## config.mk

```make
export PLATFORM = sky130hd
export DESIGN_NAME = fixed_field_decimal_parser_unit
export DESIGN_NICKNAME = d
export VERILOG_FILES = /design/src/rtl/fdp_pkg.sv /design/src/rtl/fdp_char_class.sv /design/src/rtl/fdp_field_state.sv /design/src/rtl/fixed_field_decimal_parser_unit.sv
export SDC_FILE = /design/constraint.sdc
export NUM_CORES = 1
export LEC_CHECK = 0
export ABC_CLOCK_PERIOD_IN_PS = 6700
export BUFFER_PORTS_ARGS = -buffer_cell sky130_fd_sc_hd__buf_2
export CORE_MARGIN = 4
export CORE_UTILIZATION = 55
export DETAILED_ROUTE_END_ITERATION = 8
export GPL_ROUTABILITY_DRIVEN = 0
export GPL_TIMING_DRIVEN = 0
export PLACE_DENSITY = 0.83
export SLEW_MARGIN = 20
export SYNTH_ARGS = -nofsm -noshare
export SYNTH_HDL_FRONTEND = slang
export SYNTH_SLANG_ARGS = --single-unit
```

## constraint.sdc

```tcl
create_clock -name clock -period 6.7 [get_ports clock]
set_clock_uncertainty 0.2 [all_clocks]
set_input_delay 1.34 -clock clock [delete_from_list [all_inputs] [get_ports clock]]
set_output_delay 1.34 -clock clock [all_outputs]
set_load 0.005 [all_outputs]
```

## src/rtl/fdp_pkg.sv

```systemverilog
package fdp_pkg;

   localparam int ACC_W   = 54;
   localparam int MANT_W  = 55;
   localparam int SCALE_W = 4;
   localparam int CHAR_W  = 8;
   localparam int DIGIT_W = 4;

   localparam logic [CHAR_W-1:0] CHAR_MINUS = 8'h2D;
   localparam logic [CHAR_W-1:0] CHAR_POINT = 8'h2E;
   localparam logic [CHAR_W-1:0] CHAR_ZERO  = 8'h30;
   localparam logic [CHAR_W-1:0] CHAR_NINE  = 8'h39;

   localparam logic [ACC_W-1:0] ACC_MAX = {ACC_W{1'b1}};

   typedef struct packed {
      logic [CHAR_W-1:0] char_code;
      logic              field_end;
   } req_type;

   typedef struct packed {
      logic signed [MANT_W-1:0] mantissa;
      logic [SCALE_W-1:0]       frac_scale;
      logic                     overflowed;
   } rsp_type;

   typedef struct packed {
      logic               is_minus;
      logic               is_point;
      logic               is_digit;
      logic [DIGIT_W-1:0] digit;
   } char_class_type;

   // field outcome including the word being taken
   typedef struct packed {
      logic [ACC_W-1:0]   magnitude;
      logic               negative;
      logic [SCALE_W-1:0] frac_scale;
      logic               overflowed;
   } field_result_type;

endpackage

```

## src/rtl/fdp_char_class.sv

```systemverilog
module fdp_char_class (
   input  logic [fdp_pkg::CHAR_W-1:0] char_code,
   output fdp_pkg::char_class_type    char_class
);

   logic [fdp_pkg::CHAR_W-1:0] offset;

   assign offset = char_code - fdp_pkg::CHAR_ZERO;

   always_comb begin
      char_class.is_minus = (char_code == fdp_pkg::CHAR_MINUS);
      char_class.is_point = (char_code == fdp_pkg::CHAR_POINT);
      char_class.is_digit = (char_code >= fdp_pkg::CHAR_ZERO) &&
                            (char_code <= fdp_pkg::CHAR_NINE);
      char_class.digit    = offset[fdp_pkg::DIGIT_W-1:0];
   end

endmodule

```

## src/rtl/fdp_field_state.sv

```systemverilog
module fdp_field_state #(
   parameter int MAX_FIELD_LEN = 16
) (
   input  logic                       clock,
   input  logic                       reset,
   input  logic                       take,
   input  logic                       field_end,
   input  fdp_pkg::char_class_type    char_class,
   output fdp_pkg::field_result_type  result
);

   localparam int POS_W = (MAX_FIELD_LEN > 1) ? $clog2(MAX_FIELD_LEN) : 1;
   localparam int PT_W  = $clog2(MAX_FIELD_LEN + 1);
   localparam int SUM_W = fdp_pkg::ACC_W + 4;
   localparam logic [POS_W-1:0] LAST_POS = POS_W'(MAX_FIELD_LEN - 1);
   localparam logic [PT_W-1:0]  NO_POINT = PT_W'(MAX_FIELD_LEN);

   logic                      negative_ff, negative_in;
   logic                      seen_ff, seen_in;
   logic                      stopped_ff, stopped_in;
   logic                      full_ff, full_in;
   logic                      sat_ff, sat_in;
   logic [POS_W-1:0]          pos_ff, pos_in;
   logic [PT_W-1:0]           point_ff, point_in;
   logic [POS_W-1:0]          last_ff, last_in;
   logic [fdp_pkg::ACC_W-1:0] acc_ff, acc_in;

   logic [SUM_W-1:0] acc_wide;
   logic [SUM_W-1:0] times_ten_plus;
   logic             too_big;
   logic [PT_W-1:0]  last_wide;
   logic [PT_W-1:0]  scale_diff;

   assign acc_wide       = {4'b0, acc_ff};
   // acc * 10 + digit; anything above the accumulator width means saturation
   assign times_ten_plus = (acc_wide << 3) + (acc_wide << 1) +
                           {{(SUM_W - fdp_pkg::DIGIT_W){1'b0}}, char_class.digit};
   assign too_big        = sat_ff || (times_ten_plus[SUM_W-1:fdp_pkg::ACC_W] != 4'b0);

   always_comb begin
      negative_in = negative_ff;
      seen_in     = seen_ff;
      stopped_in  = stopped_ff;
      full_in     = full_ff;
      sat_in      = sat_ff;
      pos_in      = pos_ff;
      point_in    = point_ff;
      last_in     = last_ff;
      acc_in      = acc_ff;
      if (!full_ff && !stopped_ff) begin
         if (char_class.is_minus) begin
            negative_in = 1'b1;
         end else if (char_class.is_point) begin
            point_in = PT_W'(pos_ff);
         end else if (char_class.is_digit) begin
            if (too_big) begin
               acc_in = fdp_pkg::ACC_MAX;
               sat_in = 1'b1;
            end else begin
               acc_in = times_ten_plus[fdp_pkg::ACC_W-1:0];
            end
            seen_in = 1'b1;
            last_in = pos_ff;
         end else if (seen_ff) begin
            stopped_in = 1'b1;
         end
         if (pos_ff == LAST_POS) begin
            full_in = 1'b1;
         end else begin
            pos_in = pos_ff + 1'b1;
         end
      end
   end

   assign last_wide  = PT_W'(last_in);
   assign scale_diff = last_wide - point_in;

   always_comb begin
      result = '0;
      if (seen_in) begin
         result.magnitude  = acc_in;
         result.negative   = negative_in;
         result.overflowed = sat_in;
         if (point_in < last_wide) begin
            result.frac_scale = fdp_pkg::SCALE_W'(scale_diff);
         end
      end
   end

   // state returns to its reset value once the field's result has been formed
   always_ff @(posedge clock) begin
      if (reset || (take && field_end)) begin
         negative_ff <= 1'b0;
         seen_ff     <= 1'b0;
         stopped_ff  <= 1'b0;
         full_ff     <= 1'b0;
         sat_ff      <= 1'b0;
         pos_ff      <= '0;
         point_ff    <= NO_POINT;
         last_ff     <= '0;
         acc_ff      <= '0;
      end else if (take) begin
         negative_ff <= negative_in;
         seen_ff     <= seen_in;
         stopped_ff  <= stopped_in;
         full_ff     <= full_in;
         sat_ff      <= sat_in;
         pos_ff      <= pos_in;
         point_ff    <= point_in;
         last_ff     <= last_in;
         acc_ff      <= acc_in;
      end
   end

endmodule

```

## src/rtl/fixed_field_decimal_parser_unit.sv

```systemverilog
// Decimal field parser: takes one character word per cycle, sustained unless a
// field end waits on a result, and after the word flagged field_end returns one
// word holding the signed mantissa, its decimal scale and a saturation flag. A
// character passes an input register and is folded into the field state in the
// next cycle (the times-ten-plus-digit update of the 54-bit accumulator is the
// loop that sets the rate); the result goes into an output register when the
// last character leaves the input register. While a result waits, a character
// ending a further field is held there and characters that end no field flow on.
module fixed_field_decimal_parser_unit #(
   parameter int MAX_FIELD_LEN = 16
) (
   input  logic             clock,
   input  logic             reset,
   input  logic             req_valid,
   output logic             req_ready,
   input  fdp_pkg::req_type req_data,
   output logic             rsp_valid,
   input  logic             rsp_ready,
   output fdp_pkg::rsp_type rsp_data
);

   logic             in_valid_ff, in_valid_in;
   fdp_pkg::req_type in_word_ff;
   logic             rsp_valid_ff, rsp_valid_in;
   logic [fdp_pkg::ACC_W-1:0]   mag_ff;
   logic                        neg_ff;
   logic [fdp_pkg::SCALE_W-1:0] scale_ff;
   logic                        ovf_ff;

   logic                      advance;
   logic                      load_result;
   fdp_pkg::char_class_type   char_class;
   fdp_pkg::field_result_type field_result;
   logic [fdp_pkg::MANT_W-1:0] mag_wide;

   assign advance     = in_valid_ff &&
                        (!in_word_ff.field_end || !rsp_valid_ff || rsp_ready);
   assign load_result = advance && in_word_ff.field_end;
   assign req_ready   = !in_valid_ff || advance;

   always_comb begin
      in_valid_in = in_valid_ff;
      if (req_valid && req_ready) begin
         in_valid_in = 1'b1;
      end else if (advance) begin
         in_valid_in = 1'b0;
      end
      rsp_valid_in = rsp_valid_ff;
      if (load_result) begin
         rsp_valid_in = 1'b1;
      end else if (rsp_ready) begin
         rsp_valid_in = 1'b0;
      end
   end

   always_ff @(posedge clock) begin
      if (reset) begin
         in_valid_ff  <= 1'b0;
         rsp_valid_ff <= 1'b0;
      end else begin
         in_valid_ff  <= in_valid_in;
         rsp_valid_ff <= rsp_valid_in;
      end
   end

   always_ff @(posedge clock) begin
      if (req_valid && req_ready) begin
         in_word_ff <= req_data;
      end
      if (load_result) begin
         mag_ff   <= field_result.magnitude;
         neg_ff   <= field_result.negative;
         scale_ff <= field_result.frac_scale;
         ovf_ff   <= field_result.overflowed;
      end
   end

   fdp_char_class u_char_class (
      .char_code  (in_word_ff.char_code),
      .char_class (char_class)
   );

   fdp_field_state #(
      .MAX_FIELD_LEN (MAX_FIELD_LEN)
   ) u_field_state (
      .clock      (clock),
      .reset      (reset),
      .take       (advance),
      .field_end  (in_word_ff.field_end),
      .char_class (char_class),
      .result     (field_result)
   );

   assign mag_wide  = {1'b0, mag_ff};
   assign rsp_valid = rsp_valid_ff;

   always_comb begin
      rsp_data.mantissa   = neg_ff ? -$signed(mag_wide) : $signed(mag_wide);
      rsp_data.frac_scale = scale_ff;
      rsp_data.overflowed = ovf_ff;
   end

   // a finished field never overwrites a result still waiting
   a_no_overwrite: assert property (@(posedge clock) disable iff (reset)
      load_result |-> (!rsp_valid_ff || rsp_ready))
      else $error("result word overwritten while waiting");

   a_result_follows: assert property (@(posedge clock) disable iff (reset)
      load_result |=> rsp_valid)
      else $error("field end gave no result word");

   a_sat_value: assert property (@(posedge clock) disable iff (reset)
      (rsp_valid && rsp_data.overflowed) |-> (mag_ff == fdp_pkg::ACC_MAX))
      else $error("overflow flag without saturated magnitude");

endmodule

```

## Word-level counts from Yosys, hierarchy flattened

Index checks and enable logic that the tools add are counted.

- Reductions and logical operators: 22
- Bitwise operators: 4
- Eq/ne operators: 3
- Add/subtract/negate cells: 6
- Muxes and demuxes: 28
- $lt $le $gt $ge: 3

Operators with widths:

| operator | count |
|---|---|
| 54-bit 2-to-1 mux | 5 |
| 57-bit by 55-bit adder with 58-bit output | 1 |
| 58-bit by 4-bit adder with 58-bit output | 1 |
| 55-bit 2-to-1 mux | 1 |
| 54-bit negator with 55-bit output | 1 |
| 8-bit by 6-bit == test with 1-bit output (second input constant) | 2 |
| 4-bit 2-to-1 mux | 4 |
| 1-bit 2-to-1 mux | 15 |
| 5-bit 2-to-1 mux | 3 |
| 8-bit by 6-bit greater-or-equal comparator with 1-bit output (second input constant) | 1 |
| 8-bit by 6-bit <= comparator with 1-bit output (second input constant) | 1 |
| 3-bit AND reduction | 2 |
| 6-bit AND reduction | 1 |
| 1-bit logical AND | 5 |
| 1-bit zero test | 5 |
| 1-bit logical OR | 5 |
| 5-bit by 4-bit < comparator with 1-bit output | 1 |
| 4-bit by 1-bit adder with 4-bit output (second input constant) | 1 |
| 4-bit == test (second input constant) | 1 |
| 1-bit NOT | 4 |
| 2-bit nonzero test | 2 |
| 4-bit nonzero test | 1 |
| 4-bit by 1-bit subtractor with 4-bit output (second input constant) | 1 |
| 4-bit subtractor | 1 |
| 2-bit AND reduction | 1 |

- Bits in registers: 143
- Bits of input ports: 13
- Output and inout bits: 62
- Word-level logic and storage cells: 83

## Depth between registers and ports, before layout

- Depth in word-level cells: 9
- Mapped depth: 16

## Modules after synthesis

Synthesis repeated with hierarchy kept, for this count alone.

- Cell total of the unflattened synthesis: 1330
- Area, all modules: 11365.9 sq um

Modules (own cells, without submodules):

| module | area an instance (sq um) | instances | cells an instance |
|---|---|---|---|
| fdp_field_state | 7871.3 | 1 | 1068 |
| fixed_field_decimal_parser_unit | 3408.3 | 1 | 251 |
| fdp_char_class | 86.3 | 1 | 11 |

## Worst setup path before layout

Ideal clock, no wire load.

- Path kind: register to output
- Start point: register mag_ff[7] (netlist name)
- End point: output rsp_data[57] (netlist name)
- Path buffers: 0
- Required time: 5.160 ns
- Slack: 1.045 ns
- Cell stages (with the launch flop): 11
- Arrival: 4.115 ns
- Cells stage by stage: edfxtp_1 -> or4_4 -> or3_4 -> or4_4 -> or4_4 -> or3_4 -> or3_4 -> or4_4 -> or3_4 -> o41ai_4 -> xnor2_1

RTL lines:

| item | RTL line | RTL |
|---|---|---|
| start: declaration | fixed_field_decimal_parser_unit.sv:25 | `logic [fdp_pkg::ACC_W-1:0] mag_ff;` |
| start signal: assignment | fixed_field_decimal_parser_unit.sv:71 | `mag_ff <= field_result.magnitude;` |
| end: declaration | fixed_field_decimal_parser_unit.sv:19 | `output fdp_pkg::rsp_type rsp_data` |

==> flow_metrics.env <==
export IMPL_outcome="finished clean"
export IMPL_combPwrFrac_pct=7.1
export IMPL_cts_tree="yes"
export IMPL_io_buffers=74
export IMPL_via_per_inst=6.33
export IMPL_ys_seq_area_share_pct=32.5
export IMPL_syn_cell_area_um2=10900
export IMPL_synth_area_leaders="edfxtp_1 19%, dfxtp_1 14%, ha_1 13%"
export IMPL_synth_top_area_share_pct=19.0
export IMPL_clkSlewWorstSetupHoldPaths_ps=60
export IMPL_cts_made_buffers=17
export IMPL_final_fill_count=1692
export IMPL_ir_drop_v=0.000214
export IMPL_critPathLaunchType="flop"
export IMPL_maxSlewViolCount=0
export IMPL_tightest_slew_ps=947
export IMPL_cp_arrival_ps=4900
export IMPL_syn2layout_area_growth_pct=12.0
export IMPL_die_area_um2=22200
export IMPL_power_density_nw_per_um2=167
export IMPL_path_class="flop to output pin"
export IMPL_cap_violations=0
export IMPL_ys_seq_elements=143
export IMPL_swShare_pct=23.8
export IMPL_synth_edf_count=69
export IMPL_syn_num_nets=1409
export IMPL_drc=0
export IMPL_grt_antenna_before_repair=0
export IMPL_wire_per_inst_um=18.9
export IMPL_worstSkewPairLatency_ps=440
export IMPL_final_core_util_pct=62.7
export IMPL_cts_root_buf="clkbuf_16"
export IMPL_fin_crit_sh_pct=96.1
export IMPL_crit_path_max_fanout=5
export IMPL_cts_max_path_buffers=2
export IMPL_seq_area_um2=3550
export IMPL_cts_hold_buf=0
export IMPL_overflow=0
export IMPL_cts_sinks=143
export IMPL_start_util_pct=56.0
export IMPL_clockPowerShare_pct=46.3
export IMPL_multiInputGateArea_um2=6950
export IMPL_crit_reg2reg_launch="u_field_state.acc_ff[0]"
export IMPL_core_area_um2=19500
export IMPL_io_pins=75
export IMPL_pwr_share_seq_pct=46.6
export IMPL_grt_pass1_wl_um=49300
export IMPL_chipWidth_um=149
export IMPL_tns_ps=0
export IMPL_hold_slack_ps=255
export IMPL_num_vias=10400
export IMPL_cts_max_level=4
export IMPL_die_h_um=149
export IMPL_synthFlopType="dfxtp_1"
export IMPL_async_flop_share_pct=0
export IMPL_cts_resized=0
export IMPL_holdCritStartpoint="u_field_state.last_ff[2]"
export IMPL_crit_path_end_kind="output pin"
export IMPL_intPower_w=0.00156
export IMPL_dr_pass1_iters=6
export IMPL_finalSetupViolations=0
export IMPL_ys_types=61
export IMPL_avgSynthCellArea_um2=8.56
export IMPL_hp_class="flop to flop"
export IMPL_fmax_ghz=0.155
export IMPL_crit_start="mag_ff[7]"
export IMPL_wirelength_um=31200
export IMPL_synth_cells=1277
export IMPL_slew_headroom_pct=36.9
export IMPL_grt_pass1_vias=9778
export IMPL_required_ps=5160
export IMPL_yosysWarnings=0
export IMPL_antenna_cells=0
export IMPL_layout_nets=1503
export IMPL_power_switching_w=0.000486
export IMPL_synth_top_area_cell="edfxtp_1"
export IMPL_drt_iter0_drc=1225
export IMPL_rsz0062_at_grt="false"
export IMPL_hold_violations=0
export IMPL_post_cts_buffers=0
export IMPL_p_leak_nw=5.04
export IMPL_antenna_left=0
export IMPL_grt_max_degree=37
export IMPL_min_period_ps=6440
export IMPL_drive_gt1_share_pct=9.25
export IMPL_rows=51
export IMPL_detailed_place_hpwl_um=23200
export IMPL_grt_total_usage_pct=27.6
## sequential cells by signal (all words and copies together) (netlist names), 4 cells and up
| signal | flops |
|---|---|
| in_word_ff | 9 |
| mag_ff | 54 |
| scale_ff | 4 |
| u_field_state.acc_ff | 54 |
| u_field_state.last_ff | 4 |
| u_field_state.point_ff | 5 |
| u_field_state.pos_ff | 4 |
## power by group through the flow
| stage | Combinational (W) | Clock (W) | Sequential, W |
|---|---|---|---|
| 3_3_place_gp | 0.000139 | 0 | 0.000971 |
| 3_5_place_dp | 0.000144 | 0 | 0.000971 |
| 5_1_grt | 0.000160 | 0.000982 | 0.000955 |
| 2_1_floorplan | 0.0000906 | 0 | 0.000967 |
| 6_report | 0.000146 | 0.000945 | 0.000953 |
| 4_1_cts | 0.000145 | 0.000945 | 0.000953 |
## final timing paths
check                              to  depth (start not counted)  slack [ps]
max                      rsp_data[57]                         11         260
min          u_field_state.last_ff[2]                          2         260
max reg2reg                mag_ff[34]                         16        1220
min reg2reg  u_field_state.last_ff[2]                          2         260
## metal layers
layer | routed length [um] | vias up | GRT usage [%] | part of all wire (%)
met5 | 0 | - | 0 | 0
met4 | 1430 | 0 | 14.6 | 4.6
li1 | - | 4947 | - | -
met2 | 14200 | 489 | 44.1 | 46
met3 | 2580 | 97 | 6.14 | 8.3
met1 | 13000 | 4906 | 35.1 | 42
## cells in the mapped netlist, types with 7 or more instances
master,instances
a211oi_1,32
a21o_1,28
a21oi_1,110
a31oi_1,23
clkbuf_1,78
dfxtp_1,74
edfxtp_1,69
ha_1,116
inv_1,28
mux2i_1,9
nand2_1,74
nand3_1,54
nand4_1,20
nor2_1,93
nor2b_1,7
nor3_1,55
o21a_1,13
o21ai_0,131
o21bai_1,9
o31ai_1,18
o41ai_1,8
or3_1,15
xnor2_1,79
xor2_1,25
## layout by cell type, fill, tap and decap left out, drive strengths merged, types with 10 or more instances in the layout
cell,synthesis,layout
o31ai,19,19
nor2,93,93
xnor2,79,79
edfxtp,69,69
nand3,54,54
nor3,55,55
a31oi,23,23
xor2,25,25
clkbuf,78,102
o21ai,131,131
inv,28,29
nand2,74,74
a21oi,110,110
nand4,20,20
ha,116,116
dfxtp,74,74
or4,10,10
a211oi,32,32
a21o,28,28
or3,20,20
buf,7,82
o21a,13,13
## kinds of logic (layout without fill, tap and decap cells)
| kind of cell | Yosys count | after routing | synth area share, % |
|---|---|---|---|
| adder cells (fa/ha/maj) | 119 | 119 | 13.8 |
| AND/OR/NAND/NOR | 371 | 371 | 16.9 |
| flip-flops | 143 | 143 | 32.5 |
| multiplexers | 10 | 10 | 0.927 |
| XOR/XNOR | 104 | 104 | 8.34 |
| buffers and inverters | 113 | 220 | 3.95 |
| AO/OA/AOI/OAI | 417 | 417 | 23.6 |
## worst max-delay path, cell delays in order, from the launching register on
cell,delay (ps)
edfxtp_1,440
or4_4,550
or3_4,370
or4_4,570
or4_4,480
or3_4,370
or3_4,350
or4_4,440
or3_4,400
o41ai_4,230
xnor2_1,150
buf_2,130
## through the flow
| step | instance area (um2) | instances | total power, W | worst slack [ps] |
|---|---|---|---|---|
| after CTS | 12200 | 1649 | 0.00204 | 248 |
| after floorplan | 10900 | 1277 | 0.00106 | 1040 |
| after global routing | 12200 | 1649 | 0.00210 | 111 |
| final | 12200 | 1649 | 0.00204 | 259 |
| after global placement | 11600 | 1616 | 0.00111 | 753 |
| after detailed placement | 11700 | 1617 | 0.00112 | 708 |
## layout make-up
class | count | area share [%]
Multi-Input combinational cell | 1021 | 56.8
Inverter | 28 | 0.859
Buffer | 85 | 2.67
Clock inverter | 8 | 0.644
Tap cell | 265 | 2.71
Timing Repair Buffer | 75 | 3.19
Sequential cell | 143 | 29.0
Clock buffer | 24 | 4.12
Note: power is estimated with default switching activity, not from simulation.
